--- src/design/ptts_pkg.sv ---
// Shared types and constants for the periodic task tick scheduler.
// No dependencies; used by every module of the block.
`timescale 1ns / 1ps

package ptts_pkg;

  localparam int TASKS_DEFAULT = 8;

  localparam logic [2:0] KIND_TICK    = 3'd0;
  localparam logic [2:0] KIND_CREATE  = 3'd1;
  localparam logic [2:0] KIND_DELETE  = 3'd2;
  localparam logic [2:0] KIND_SUSPEND = 3'd3;
  localparam logic [2:0] KIND_RESUME  = 3'd4;

  typedef struct packed {
    logic [2:0]  kind;
    logic [2:0]  slot;
    logic [31:0] period;
    logic [31:0] first_delay;
  } in_item_t;

  typedef struct packed {
    logic [7:0] fired_mask;
    logic       status;
  } out_item_t;

  // Commands from the controller to the datapath.
  typedef struct packed {
    logic accept;   // an input beat is taken this cycle
    logic rd_en;    // read slot tables at the scan index
    logic upd_en;   // update the slot read in the previous cycle
    logic finish;   // last update of a tick; emit the fired mask
  } ptts_cmd_t;

  // Status from the datapath to the controller.
  typedef struct packed {
    logic tick_req; // the offered beat is a tick
  } ptts_stat_t;

endpackage

--- src/design/ptts_ctrl.sv ---
// Controller for the tick scheduler: handshake and slot scan sequencing.
// Depends on ptts_pkg.
`timescale 1ns / 1ps

module ptts_ctrl #(
  parameter int TASKS = ptts_pkg::TASKS_DEFAULT
) (
  input  logic                                      clk,
  input  logic                                      rst_n,
  input  logic                                      start,
  output logic                                      busy,
  input  ptts_pkg::ptts_stat_t                      stat,
  output ptts_pkg::ptts_cmd_t                       cmd,
  output logic [((TASKS > 1) ? $clog2(TASKS) : 1)-1:0] rd_idx
);

  localparam int IDX_W = (TASKS > 1) ? $clog2(TASKS) : 1;
  localparam logic [IDX_W-1:0] LAST_IDX = IDX_W'(TASKS - 1);

  typedef enum logic [2:0] {
    ST_IDLE = 3'b001,
    ST_SCAN = 3'b010,
    ST_TAIL = 3'b100
  } state_t;

  state_t           state_r, state_nxt;
  logic [IDX_W-1:0] idx_r, idx_nxt;

  assign busy   = (state_r != ST_IDLE);
  assign rd_idx = idx_r;

  always_comb begin
    state_nxt  = state_r;
    idx_nxt    = idx_r;
    cmd        = '0;
    cmd.accept = start && !busy;
    unique case (state_r)
      ST_IDLE: begin
        if (cmd.accept && stat.tick_req) begin
          state_nxt = ST_SCAN;
          idx_nxt   = '0;
        end
      end
      ST_SCAN: begin
        cmd.rd_en  = 1'b1;
        cmd.upd_en = (idx_r != '0);
        if (idx_r == LAST_IDX) begin
          state_nxt = ST_TAIL;
        end else begin
          idx_nxt = idx_r + IDX_W'(1);
        end
      end
      ST_TAIL: begin
        cmd.upd_en = 1'b1;
        cmd.finish = 1'b1;
        state_nxt  = ST_IDLE;
      end
      default: begin
        state_nxt = ST_IDLE;
      end
    endcase
  end

  always_ff @(posedge clk) begin
    if (!rst_n) begin
      state_r <= ST_IDLE;
      idx_r   <= '0;
    end else begin
      state_r <= state_nxt;
      idx_r   <= idx_nxt;
    end
  end

endmodule

--- src/design/ptts_dpath.sv ---
// Datapath for the tick scheduler: slot marks, period and countdown tables,
// countdown update and result register. Depends on ptts_pkg.
`timescale 1ns / 1ps

module ptts_dpath #(
  parameter int TASKS = ptts_pkg::TASKS_DEFAULT
) (
  input  logic                                        clk,
  input  logic                                        rst_n,
  input  ptts_pkg::in_item_t                          in_item,
  input  ptts_pkg::ptts_cmd_t                         cmd,
  input  logic [((TASKS > 1) ? $clog2(TASKS) : 1)-1:0] rd_idx,
  output ptts_pkg::ptts_stat_t                        stat,
  output logic                                        out_strobe,
  output ptts_pkg::out_item_t                         out_item
);

  localparam int IDX_W = (TASKS > 1) ? $clog2(TASKS) : 1;

  logic [TASKS-1:0] valid_r, valid_nxt;
  logic [TASKS-1:0] susp_r, susp_nxt;

  logic [31:0] cd_mem  [TASKS];
  logic [31:0] per_mem [TASKS];
  logic [31:0] cd_rd_r;
  logic [31:0] per_rd_r;
  logic [IDX_W-1:0] pidx_r;

  logic [7:0] fired_r, fired_nxt;
  logic       strobe_r, strobe_nxt;
  ptts_pkg::out_item_t item_r, item_nxt;

  logic [IDX_W-1:0] slot_idx;
  logic             in_range;
  logic             is_tick, is_create, is_delete, is_suspend, is_resume;
  logic             create_ok;
  logic             create_wr;
  logic             act, fire;
  logic [31:0]      cd_upd;
  logic             cd_we;
  logic [IDX_W-1:0] cd_wa;
  logic [31:0]      cd_wd;

  assign slot_idx   = IDX_W'(in_item.slot);
  assign in_range   = (32'(in_item.slot) < 32'(TASKS));
  assign is_tick    = (in_item.kind == ptts_pkg::KIND_TICK);
  assign is_create  = (in_item.kind == ptts_pkg::KIND_CREATE);
  assign is_delete  = (in_item.kind == ptts_pkg::KIND_DELETE);
  assign is_suspend = (in_item.kind == ptts_pkg::KIND_SUSPEND);
  assign is_resume  = (in_item.kind == ptts_pkg::KIND_RESUME);
  assign create_ok  = is_create && in_range && !valid_r[slot_idx];
  assign create_wr  = cmd.accept && create_ok;

  assign stat.tick_req = is_tick;

  // Commands change the marks of one slot.
  always_comb begin
    valid_nxt = valid_r;
    susp_nxt  = susp_r;
    if (cmd.accept && in_range) begin
      if (create_ok) begin
        valid_nxt[slot_idx] = 1'b1;
        susp_nxt[slot_idx]  = 1'b0;
      end else if (is_delete) begin
        valid_nxt[slot_idx] = 1'b0;
      end else if (is_suspend) begin
        susp_nxt[slot_idx] = 1'b1;
      end else if (is_resume) begin
        susp_nxt[slot_idx] = 1'b0;
      end
    end
  end

  always_ff @(posedge clk) begin
    if (!rst_n) begin
      valid_r <= '0;
      susp_r  <= '0;
    end else begin
      valid_r <= valid_nxt;
      susp_r  <= susp_nxt;
    end
  end

  // Countdown update for the slot read in the previous cycle.
  assign act    = cmd.upd_en && valid_r[pidx_r] && !susp_r[pidx_r];
  assign fire   = act && (cd_rd_r == 32'd0);
  assign cd_upd = fire ? (per_rd_r - 32'd1) : (cd_rd_r - 32'd1);

  assign fired_nxt = fired_r | (fire ? (8'd1 << pidx_r) : 8'd0);

  assign cd_we = create_wr || act;
  assign cd_wa = create_wr ? slot_idx : pidx_r;
  assign cd_wd = create_wr ? in_item.first_delay : cd_upd;

  always_ff @(posedge clk) begin
    if (cd_we) begin
      cd_mem[cd_wa] <= cd_wd;
    end
    if (cmd.rd_en) begin
      cd_rd_r <= cd_mem[rd_idx];
    end
  end

  always_ff @(posedge clk) begin
    if (create_wr) begin
      per_mem[slot_idx] <= in_item.period;
    end
    if (cmd.rd_en) begin
      per_rd_r <= per_mem[rd_idx];
      pidx_r   <= rd_idx;
    end
  end

  always_ff @(posedge clk) begin
    if (cmd.accept) begin
      fired_r <= '0;
    end else if (cmd.upd_en) begin
      fired_r <= fired_nxt;
    end
  end

  // Result register: one beat per command, one per finished tick.
  always_comb begin
    strobe_nxt = (cmd.accept && !is_tick) || cmd.finish;
    item_nxt   = '0;
    if (cmd.finish) begin
      item_nxt.fired_mask = fired_nxt;
    end else begin
      item_nxt.status = is_create && !create_ok;
    end
  end

  always_ff @(posedge clk) begin
    if (!rst_n) begin
      strobe_r <= 1'b0;
    end else begin
      strobe_r <= strobe_nxt;
    end
  end

  always_ff @(posedge clk) begin
    item_r <= item_nxt;
  end

  assign out_strobe = strobe_r;
  assign out_item   = item_r;

endmodule

--- src/design/periodic_task_tick_scheduler_unit.sv ---
// Top level of the periodic task tick scheduler.
// Depends on ptts_pkg, ptts_ctrl and ptts_dpath.
`timescale 1ns / 1ps
//
//   Channel   Handshake           Payload                 Accepted when
//   input     start / busy        in_item (in_item_t)     start && !busy
//   result    out_strobe          out_item (out_item_t)   every strobe cycle
//
// A create, delete, suspend or resume beat is carried out at the edge that
// accepts it, and its result is strobed in the next cycle; busy stays low,
// so another beat may follow at once.
// A tick beat scans the slots one per cycle through a single read port on
// the period and countdown tables; busy stays high until the last countdown
// update is done, and the fired mask is strobed as busy falls.
// Reset is synchronous and active low; the slot tables need no clearing
// because the entry of an empty slot is read but never used. The receiver
// cannot stall results.

module periodic_task_tick_scheduler_unit #(
  parameter int TASKS = ptts_pkg::TASKS_DEFAULT
) (
  input  logic                 clk,
  input  logic                 rst_n,
  input  logic                 start,
  output logic                 busy,
  input  ptts_pkg::in_item_t   in_item,
  output logic                 out_strobe,
  output ptts_pkg::out_item_t  out_item
);

  localparam int IDX_W = (TASKS > 1) ? $clog2(TASKS) : 1;

  // The controller owns the handshake and walks the scan index; the
  // datapath holds every slot and does the countdown arithmetic.
  ptts_pkg::ptts_cmd_t  cmd;
  ptts_pkg::ptts_stat_t stat;
  logic [IDX_W-1:0]     rd_idx;

  ptts_ctrl #(
    .TASKS(TASKS)
  ) u_ctrl (
    .clk    (clk),
    .rst_n  (rst_n),
    .start  (start),
    .busy   (busy),
    .stat   (stat),
    .cmd    (cmd),
    .rd_idx (rd_idx)
  );

  // The datapath reads one slot per scan cycle and writes its countdown
  // back in the following cycle, overlapped with the next read.
  ptts_dpath #(
    .TASKS(TASKS)
  ) u_dpath (
    .clk        (clk),
    .rst_n      (rst_n),
    .in_item    (in_item),
    .cmd        (cmd),
    .rd_idx     (rd_idx),
    .stat       (stat),
    .out_strobe (out_strobe),
    .out_item   (out_item)
  );

endmodule

--- config.mk ---
export PLATFORM = sky130hd
export DESIGN_NAME = periodic_task_tick_scheduler_unit
export DESIGN_NICKNAME = d
export VERILOG_FILES = /design/src/design/ptts_pkg.sv /design/src/design/ptts_ctrl.sv /design/src/design/ptts_dpath.sv /design/src/design/periodic_task_tick_scheduler_unit.sv
export SDC_FILE = /design/constraint.sdc
export NUM_CORES = 1
export LEC_CHECK = 0
export ABC_AREA = 1
export CORE_ASPECT_RATIO = 0.9
export CORE_MARGIN = 5
export CORE_UTILIZATION = 41
export CTS_BUF_LIST = sky130_fd_sc_hd__clkbuf_4 sky130_fd_sc_hd__clkbuf_8
export DETAILED_ROUTE_END_ITERATION = 16
export DONT_BUFFER_PORTS = 1
export GPL_TIMING_DRIVEN = 0
export HOLD_SLACK_MARGIN = 0.06
export SYNTH_ARGS = -nofsm -noshare
export SYNTH_HDL_FRONTEND = slang
export SYNTH_HIERARCHICAL = 1
export SYNTH_SLANG_ARGS = --single-unit
export TNS_END_PERCENT = 100
--- constraint.sdc ---
create_clock -name clk -period 5.3 [get_ports clk]
set_input_delay 0.53 -clock clk [delete_from_list [all_inputs] [get_ports clk]]
set_output_delay 0.53 -clock clk [all_outputs]
set_load 0.02 [all_outputs]
# ---- Yosys cells after proc, flatten, opt, wreduce, memory -nomap -nowiden
# Memory sizes are Yosys's and may differ from the RTL's. A register that Yosys moved wholly into a read port is not among the register bits.
# Cells that the tools add are included.
dict set report totals {
  reg_bits 43
  ram_bits 512
  elab_cells 95
  n_memories 2
}
# memory depth width rd rd_clocked_by_memory_dff write_ports line_no
set mem_list {}
lappend mem_list {u_dpath.cd_mem 8 32 1 1 1 ptts_dpath.sv:23} ;# logic [31:0] cd_mem [TASKS];
lappend mem_list {u_dpath.per_mem 8 32 1 1 1 ptts_dpath.sv:24} ;# logic [31:0] per_mem [TASKS];
dict set report classes {
  add_sub_neg 3
  magnitude_cmp 3
  n_eq_ne 13
  shift 1
  n_mux 31
  n_bitwise 6
  reduce_logical 27
}
# op n
set ops {}
lappend ops {{32-bit two-way mux} 2}
lappend ops {{32-bit by 1-bit subtractor with 32-bit output, second input constant} 2}
lappend ops {{8-bit two-way mux} 7}
lappend ops {{32-bit zero test} 1}
lappend ops {{8-bit OR} 3}
lappend ops {{8-bit bitwise AND} 2}
lappend ops {{3-bit two-way mux} 5}
lappend ops {{3-bit one-hot mux with 2 select lines} 2}
lappend ops {{1-bit logical AND} 10}
lappend ops {{1-bit two-way mux} 10}
lappend ops {{1-bit binary-select mux with 3-bit select} 3}
lappend ops {{3-bit by 2-bit equality test with 1-bit output, second input constant} 3}
lappend ops {{3-bit equality test, second input constant} 3}
lappend ops {{3-bit by 4-bit < comparator with 1-bit output, second input constant} 2}
lappend ops {{8-bit inverter} 1}
lappend ops {{1-bit by 3-bit left shift with 8-bit output, first input constant} 1}
lappend ops {{3-bit by 1-bit equality test with 1-bit output, second input constant} 2}
lappend ops {{3-bit AND reduction} 2}
lappend ops {{3-bit nonzero test} 2}
lappend ops {{1-bit zero test} 5}
lappend ops {{2-bit by 1-bit != test with 1-bit output, second input constant} 2}
lappend ops {{2-bit != test, second input constant} 2}
lappend ops {{2-bit AND reduction} 2}
lappend ops {{2-bit nonzero test} 2}
lappend ops {{7 further kinds} 8}

# ---- Longest topological paths before layout
# Gate-level depths: netlist of run 1.
dict set report logic_depth {
  depth_word 10
  depth_mapped 25
  depth_no_buf 23
}

# ---- Modules after synthesis
# The synthesis of run 1 kept the hierarchy.
# mod instances cells_per_inst area_per_inst_um2 seq_area_each_um2
set modules_own_cells {}
lappend modules_own_cells {ptts_dpath 1 2284 25629.6 18067.3}
lappend modules_own_cells {ptts_ctrl 1 49 365.4 120.1}

# ---- Worst setup path after synthesis of run 1
# Ideal clock, no wire load.
dict set report synth_path {
  path_type {input -> register}
  startpoint {input in_item[66] (netlist bit)}
  endpoint {memory u_dpath.cd_mem[1][0], enable pin}
  arrival_ns 3.333
  t_required_ns 4.879
  path_slack_ns 1.546
  cell_stages 14
  cell_sequence {nand2_1 inv_1 nand2_1 inv_2 nand2_1 o21ai_1 a221oi_1 nand4_1 nor2_1 nand2_1 clkbuf_1 nand2_1 o211ai_1 nor2_1}
}
dict set report synth_between {
  elab_chain_len 8
}
# element line_no
set synth_rtl {}
lappend synth_rtl {{start: declaration} periodic_task_tick_scheduler_unit.sv:26} ;# input ptts_pkg::in_item_t in_item,
lappend synth_rtl {{1-bit binary-select mux with 3-bit select} ptts_dpath.sv:51} ;# assign create_ok = is_create && in_range && !valid_r[slot_idx];
lappend synth_rtl {{1-bit two-way mux (not written as such)} ptts_dpath.sv:51}
lappend synth_rtl {{1-bit zero test} ptts_dpath.sv:51}
lappend synth_rtl {{1-bit logical AND} ptts_dpath.sv:51}
lappend synth_rtl {{1-bit logical AND} ptts_dpath.sv:52} ;# assign create_wr = cmd.accept && create_ok;
lappend synth_rtl {{1-bit logical OR} ptts_dpath.sv:91} ;# assign cd_we = create_wr || act;
lappend synth_rtl {{1-bit two-way mux} ptts_dpath.sv:96} ;# if (cd_we) begin
lappend synth_rtl {{1-bit two-way mux (not written as such)} ptts_dpath.sv:97} ;# cd_mem[cd_wa] <= cd_wd;
lappend synth_rtl {{end: declaration} ptts_dpath.sv:23}
# Several ways; a longest one is shown, not always the timed one. The select of a mux whose other input is x is not followed.

==> results.md, run 1 <==
* Worst r2r dst: u_dpath/per_rd_r[28]
* Routed vias at between 15000 and 20000
* Post-CTS setup buffers at 0
* Maximum VDD drop at 280 uV
* # DRC at 0
* Layout cell share with drive strength beyond 1 at 10.4%
* Antenna-violating nets left at 0
* Most common cell after layout, fill and taps aside: edfxtp_1
* Post-layout min period at 4.75 ns
* Initial DRC count at 1391
* Cell Area, Synth at roughly 26000 um2
* CTS tree: yes
* Die X at 275 um
* Cell row count at 87
* Final WS setup at 0.545 ns
* IO Count at 84
* Synthesized instance count at 2333
* R2R depth at 9
* Net count after synthesis at 2410
* Largest net degree at the start of global routing at 40
* Hold_sp: in_item[69]
* Commonest non-fill, non-tap cells in the layout: 579 x edfxtp_1, 540 x nor2_1, 288 x o21ai_0
* Clock tree root buffer cell: clkbuf_8
* Core footprint at 62700 um2
* Sequential share of the synthesized area at about 70%
* Relative max-transition margin at 11.1%
* WL per Instance at 21.5 um
* Clk buf depth at 3
* Worst clock skew at ~0.035 ns
* Total wire length at 73300 um
* Status: completed
* Hold crit path type: input port to register
* Area delta synth->final at 14.1%
* Hold slack final at 0.158 ns
* P_leak at 10.2 nW
* Grt ovf at 0
* Setup slack, reg-to-reg at 0.55 ns
* Vias in the first global route at about 18000
* Number of CTS-inserted buffers at between 90 and 100
* RR Startpoint: u_ctrl/rd_idx[0]
* Startpoint Class: register
* GRT Overall Usage at 21.0%
* Worst setup path class: register to register
* Power per cell area at 391 nW/um2
* RSZ-0062 raised after global routing: false
* Post-Syn Area per Cell at 11.1 um2
* Max Cap Viol at 0
* Post-synth EDFFs at 579
* Vias per cell at 5.38
* Num Clock Sinks at between 600 and 700
* First-pass GRT wire length at 110000 um
* Min-Delay Path Depth at 3
* Post-place setup slack at 0.695 ns
* Required time at the worst-slack endpoint at between 5 and 6 ns
* H-Tree Level Count at 3
* Max-slew violations at 0
* Clock slew seen by the registers of the worst setup and hold paths at around 0.06 ns
* Routability-driven placement congestion ratio at 0.938
* Worst-margin pin slew at 1.33 ns
* FFs w/ async S/R, synth at 0%
* Drt pass-1 iters at 5
* Ys flop type: edfxtp_1
* Final Net Count at 2556
* Dpl hpwl at 49700 um
* Die height at 249 um
* Yosys synthesis warning count at 6
* Count of different cell masters after synthesis at 36
* Final hold violation count at 0
* Antenna violations before repair at 5
* Clock latency on the worst-skew pair at 0.70 ns
* Die area at around 69000 um2
* Endpoints failing setup at 0
* Final worst path period share at 89.7%
* Max Clock Freq at 0.210 GHz
* Maximum fanout along the worst path at 10
* #FFs+latches synth at 619
* Starting Density at 41.5%
* Number of port buffers at 0
* Arr. time, crit path at 5.15 ns
* Crit path capture type: register
[cells in the mapped netlist, drive strengths merged, types with 25 or more instances]
cell type / count / area [um2]
o22ai: 65 / 407
nand2: 295 / 1170
inv: 127 / 477
dfxtp: 40 / 801
a21oi: 25 / 125
clkbuf: 88 / 330
o21ai: 291 / 1460
edfxtp: 579 / 17400
nand4: 52 / 332
nor2: 572 / 2240
buf: 40 / 245
nand3: 49 / 273
a31oi: 72 / 450
[final cells by class]
type,instances,area [um2]
Fill cell,5770,33000
Sequential cell,619,18200
Multi-Input combinational cell,1457,6830
Clock buffer,135,1660
Tap cell,845,1060
Timing Repair Buffer,48,601
Buffer,128,576
Inverter,129,484
Clock inverter,44,264
Antenna cell,4,10.0
[registers in the layout, indices dropped and copies added (netlist names), named ones only]
signal,count
u_dpath/pidx_r,3
u_dpath/per_mem,256
u_dpath/out_strobe,1
u_dpath/fired_r,8
u_dpath/out_item,9
u_dpath/cd_mem,256
u_dpath/cd_rd_r,32
u_ctrl/state_r,3
u_dpath/per_rd_r,32
u_ctrl/rd_idx,3
[how the worst max path moves through the flow]
stage	start	endpoint	slack (ns)	cells past startpoint
2_1_floorplan	in_item[66]	u_dpath/cd_mem[1][0]	1.55	14
3_3_place_gp	in_item[66]	u_dpath/cd_mem[3][29]	-0.53	14
3_5_place_dp	u_ctrl/rd_idx[0]	u_dpath/per_rd_r[28]	0.69	9
4_1_cts	u_ctrl/rd_idx[0]	u_dpath/per_rd_r[28]	0.67	9
5_1_grt	u_ctrl/rd_idx[0]	u_dpath/per_rd_r[28]	0.43	9
6_report	u_ctrl/rd_idx[0]	u_dpath/per_rd_r[28]	0.55	9
[worst max-delay path: stages (launching register included)]
cell	delay [ns]
dfxtp_1	0.52
inv_1	0.23
buf_2	0.37
clkbuf_1	1.02
clkbuf_1	0.93
clkbuf_1	0.50
nor2_1	0.08
o22ai_1	0.19
nor2_1	0.06
a31oi_1	0.56
[per-layer routing]
| metal | up-vias | part of all wire [%] | GRT usage [%] |
|---|---|---|---|
| met5 | - | 0.018 | 0 |
| met4 | 2 | 2.8 | 6.50 |
| met3 | 129 | 7.1 | 4.69 |
| met2 | 682 | 46 | 32.6 |
| met1 | 8990 | 44 | 29.5 |
| li1 | 8521 | - | - |
[cell families (layout without fill, tap and decap cells)]
kind of cell | after synthesis | count (layout) | synth area share (%)
other cells | 0 | 4 | 0
buf+inv | 257 | 484 | 4.08
flops | 619 | 619 | 70.0
compound gates | 470 | 470 | 9.89
xor+xnor | 3 | 3 | 0.101
simple gates | 980 | 980 | 15.8
fa+ha+maj | 4 | 4 | 0.193
[where the power goes]
part	internal, W	switching, W
clock network	0.00213	0.00185
registers	0.00547	0.0000384
logic	0.000558	0.00155
total	0.00816	0.00343
[metrics by stage]
step           power [W]  setup TNS, ns  util (%)  instance area, um2  std cells
4_1_cts           0.0117              0      47.3               29700       3405
3_5_place_dp     0.00765              0      43.7               27400       3190
6_report          0.0116              0      47.3               29700       3409
3_3_place_gp     0.00762        -120.10      43.1               27100       3178
5_1_grt           0.0121              0      47.3               29700       3409
2_1_floorplan    0.00683              0         -               26000       2333
[what timing repair did]
| action | in CTS | in global routing |
|---|---|---|
| hold endpoints to repair | 272 | 0 |
| gates resized for setup | 0 | 0 |
| hold buffers | 36 | 0 |
Note: power is estimated with default switching activity, not from simulation.
==> inputs of run 2 (changes only) <==
Settings changed: BUFFER_PORTS_ARGS set to -buffer_cell sky130_fd_sc_hd__clkbuf_2, DONT_BUFFER_PORTS 1 to not set.
==> run 2 against run 1 <==
Compared with the run above: first-iteration DRC count rose by 23%; routed wire length is 0.81% higher; via count rose by 1.6%; fmax rose by 4.1%; die area unchanged; register-to-register slack better by 0.19 ns.
==> results.md, run 2 (synthesis gave the netlist of run 1 again) <==
* Core footprint at 62700 um2
* Worst setup path class: register to register
* Num Clock Sinks at slightly above 600
* CP most frequent cell: clkbuf_1
* Most common cell after layout, fill and taps aside: edfxtp_1
* WL per Instance at 21.4 um
* Max Clock Freq at 0.219 GHz
* Max Cap Viol at 0
* Die area at slightly below 70000 um2
* First-pass GRT wire length at 111000 um
* Crit-path cells: inv_1, buf_2, clkbuf_1, clkbuf_1, clkbuf_1, nor2_1, o22ai_1, nor2_1, a31oi_1
* Antenna-violating nets left at 0
* Post-layout min period at 4.57 ns
* Final WS setup at approximately 0.73 ns
* CTS tree: yes
* Required time at the worst-slack endpoint at 5.73 ns
* Worst-margin pin slew at 1.35 ns
* Relative max-transition margin at 9.92%
* GRT Overall Usage at 21.1%
* Largest stage delay on the critical path at between 1 and 1.5 ns
* Final Net Count at 2612
* CP Buf/Inv Count at 5
* Routed vias at 18600
* Clock tree root buffer cell: clkbuf_8
* Grt ovf at 0
* Power per cell area at 396 nW/um2
* Clock slew seen by the registers of the worst setup and hold paths at around 0.060 ns
* Commonest non-fill, non-tap cells in the layout: 579 x edfxtp_1, 540 x nor2_1, 288 x o21ai_0
* Number of port buffers at 83
* Vias in the first global route at 18300
* Crit path capture type: register
* Vias per cell at 5.39
* Worst clock skew at 0.0443 ns
* Area delta synth->final at 15.0%
* Arr. time, crit path at between 4 and 5 ns
* Maximum fanout along the worst path at 10
* Total wire length at roughly 74000 um
* Post-place setup slack at 0.681 ns
* RSZ-0062 raised after global routing: false
* IO Count at 84
* Startpoint Class: register
* Finished Layout Cells at 3458
* Die X at between 200 and 300 um
* Number of CTS-inserted buffers at 101
* Max-slew violations at 0
* Antenna violations before repair at 4
* Starting Density at about two fifths
* Layout cell share with drive strength beyond 1 at a little over an eighth
* Placed cells at 3274
* Initial DRC count at 1706
* Crit-path slowest cell: clkbuf_1
* Final hold violation count at 0
* Maximum VDD drop at 230 uV
* P_leak at between 10 and 15 nW
* Final worst path period share at 86.2%
* Largest net degree at the start of global routing at 40
* Endpoints failing setup at 0
* Die height at 249 um
* H-Tree Level Count at 3
* Clk buf depth at 3
* Cell row count at 87
* Status: completed
* Crit-path leading delay family: buffers and inverters
* # DRC at 0
* Dpl hpwl at about 50000 um
* Drt pass-1 iters at 6
* Hold crit path type: input port to register
* Clock latency on the worst-skew pair at 0.71 ns
* Top flop regs: u_dpath/cd_mem: 256 flops, u_dpath/per_mem: 256 flops
* Routability-driven placement congestion ratio at 0.916
## run 2: what timing repair did
action,4_1_cts,5_1_grt
resized for setup,0,0
hold buffers,3,0
buffers inserted,0,0
endpoints found under the hold margin,21,0
## run 2: layer usage
layer	vias to the layer above	global-route usage, %	routed length [um]
li1	8620	-	-
met1	9146	30.0	32200
met2	736	33.3	34700
met3	120	3.64	5070
met4	2	6.57	1830
met5	-	0	13
## run 2: layout make-up
class                      instances  area [um2]
sequential                       619       18200
fill                            5768       32800
tap                              845        1060
clock inverter                    37         318
inverter                         129         484
multi-input combinational       1457        6830
timing repair buffer              99         706
buffer                           128         576
antenna                            1        2.50
clock buffer                     143        1720
## run 2: path summary, 6_finish.rpt
check,from,end,slack (ns),cells past startpoint
setup / recovery,u_ctrl/rd_idx[0],u_dpath/per_rd_r[28],0.73,9
hold / removal,in_item[44],u_dpath/per_mem[6][12],0.11,1
setup reg to reg,u_ctrl/rd_idx[0],u_dpath/per_rd_r[28],0.73,9
hold reg to reg,register,register,0.47,2
## run 2: stage by stage
stage                     power (W)  hold slack [ns]  cell area [um2]  utilization, %  setup TNS, ns
after floorplan             0.00683            0.440            26000               -              0
after global placement      0.00768            0.449            27500            43.8        -160.55
after detailed placement    0.00773            0.460            27800            44.4              0
after CTS                    0.0119           0.0608            29900            47.7              0
after global routing         0.0124           0.0779            29900            47.7              0
final                        0.0118            0.113            29900            47.7              0
## run 2: where the power goes
part	internal [W]	switching (W)
combinational	0.000563	0.00157
sequential	0.00547	0.0000364
clock	0.00231	0.00189
total	0.00834	0.00350
==> inputs of run 3 (changes only) <==
Settings changed: MAX_ROUTING_LAYER set to met4.
Clock period 5.3 ns to 3.75 ns, I/O delays scaled along.
==> run 3 against run 2 <==
Compared with the run above: flip-flop and latch count unchanged; sequential share of layout area decreased by 0.72 points; power increased by 40%; combinational power increased by 42%; sequential power increased by 41%; clock skew decreased by 0.014 ns; first-iteration DRC count decreased by 0.29%; cell area increased by 1.2%; non-clock buffer count increased by 40; routed wire length increased by 0.27%; critical path type unchanged.
==> results.md, run 3 (synthesis gave the netlist of run 1 again) <==
* Crit-path slowest cell: clkbuf_1
* Maximum VDD drop at 328 uV
* Worst setup path class: register to register
* Worst-margin pin slew at 1.19 ns
* Routability-driven placement congestion ratio at ~0.93
* Max Cap Viol at 0
* Status: completed
* Post-layout min period at 3.59 ns
* Setup TNS at 0 ns
* Core footprint at 62700 um2
* Crit path capture type: register
* Final worst path period share at a little over nine tenths
* Clock latency on the worst-skew pair at 0.71 ns
* Routed vias at between 15000 and 20000
* Relative max-transition margin at 20.6%
* Largest stage delay on the critical path at between 0.8 and 0.9 ns
* RSZ-0062 raised after global routing: false
* Startpoint Class: register
* Required time at the worst-slack endpoint at 4.17 ns
* DP Area at 27800 um2
* IO Count at 84
* Clock slew seen by the registers of the worst setup and hold paths at roughly 0.07 ns
* Total wire length at roughly 74000 um
* Clk buf depth at 3
* Hold slack final at 0.0789 ns
* Hold crit path type: input port to register
* Die X at 275 um
* Clock tree root buffer cell: clkbuf_8
* Worst clock skew at 0.0302 ns
* Final Net Count at 2650
* # DRC at 0
* Crit-path cells: buf_4, clkbuf_2, clkbuf_1, clkbuf_1, nor2_1, o22ai_1, nor2_1, a31oi_1
* Arr. time, crit path at 4.01 ns
* Num Clock Sinks at 619
* Largest net degree at the start of global routing at slightly below 70
* CP Buf/Inv Count at 4
* Number of port buffers at 83
* Starting Density at 41.5%
* Area delta synth->final at 16.4%
* FF+latch area at approximately 18000 um2
* Most common cell after layout, fill and taps aside: edfxtp_1
* Crit-path leading delay family: buffers and inverters
* Initial DRC count at 1701
* Maximum fanout along the worst path at 10
* Final Util at 48.2%
* Area of the multi-input gates at 6890 um2
* Die height at 249 um
* Antenna violations before repair at 2
* Power per cell area at 547 nW/um2
* Dpl hpwl at 50300 um
* Max-slew violations at 0
* H-Tree Level Count at 3
* Die area at 68500 um2
* Grt ovf at 0
* WL per Instance at 21.2 um
* Max Clock Freq at around 0.28 GHz
* Endpoints failing setup at 0
* CTS tree: yes
* GRT Overall Usage at 21.7%
* Cell row count at 87
* Number of CTS-inserted buffers at a little under 100
* Layout cell share with drive strength beyond 1 at between 10% and 20%
* First-pass GRT wire length at around 110000 um
* Vias per cell at 5.38
* Fin area at 30300 um2
* Vias in the first global route at 18200
* Final hold violation count at 0
* Top flop regs: u_dpath/cd_mem: 256 flops, u_dpath/per_mem: 256 flops
* Drt pass-1 iters at 5
* FILL cells at roughly 5800
* Antenna-violating nets left at 0
* P_leak at 10.7 nW
* Commonest non-fill, non-tap cells in the layout: 579 x edfxtp_1, 539 x nor2_1, 287 x o21ai_0
==> run 3: power breakdown <==
| group | internal [W] | total, W | switching [W] |
|---|---|---|---|
| sequential | 0.00774 | 0.00778 | 0.0000422 |
| combinational | 0.000821 | 0.00303 | 0.00221 |
| clock | 0.00310 | 0.00574 | 0.00264 |
==> run 3: path summary, 6_finish.rpt <==
kind	depth (start not counted)	to	slack (ns)	startpoint
worst max-delay path	8	u_dpath/per_rd_r[28]	0.16	u_ctrl/rd_idx[0]
worst min-delay path	3	u_dpath/cd_mem[2][28]	0.08	in_item[28]
worst max register to register	8	u_dpath/per_rd_r[28]	0.16	u_ctrl/rd_idx[0]
worst min register to register	2	register	0.48	register
==> run 3: timing repair <==
action | 4_1_cts | 5_1_grt
gates cloned | 0 | 0
gates resized for setup | 5 | 13
endpoints found under the hold margin | 267 | 8
pin swaps | 0 | 4
setup endpoints to repair | 144 | 241
hold buffers | 37 | 1
buffers inserted | 0 | 9
==> run 3: cell type report <==
type | instances | area share [%]
clock buffers | 142 | 5.70
well taps | 845 | 3.50
multi-input cells | 1457 | 22.8
diodes | 3 | 0.0248
clock inverters | 35 | 0.807
inverters | 129 | 1.61
plain buffers | 126 | 1.88
flip-flops and latches | 619 | 60.1
repair buffers | 141 | 3.58
==> run 3: worst register-to-register path: stages, from the launching register on <==
cell and delay [ns]:
dfxtp_4 0.35, buf_4 0.20, clkbuf_2 0.47, clkbuf_1 0.87, clkbuf_1 0.52, nor2_1 0.11
o22ai_1 0.18, nor2_1 0.06, a31oi_1 0.54
==> run 3: layer usage <==
metal	vias up	part of all wire (%)	track usage (%)
li1	8705	-	-
met1	9293	44	30.2
met2	713	47	33.8
met3	106	6.5	3.35
met4	0	2.1	5.51
met5	-	0	-
==> run 3: through the flow <==
| stage | power [W] | worst slack, ns | instances |
|---|---|---|---|
| after floorplan | 0.00966 | 0.151 | 2333 |
| after global placement | 0.0108 | -2.24 | 3261 |
| after detailed placement | 0.0109 | -0.909 | 3272 |
| after CTS | 0.0166 | 0.0536 | 3484 |
| after global routing | 0.0173 | 0.00535 | 3496 |
| final | 0.0165 | 0.162 | 3497 |
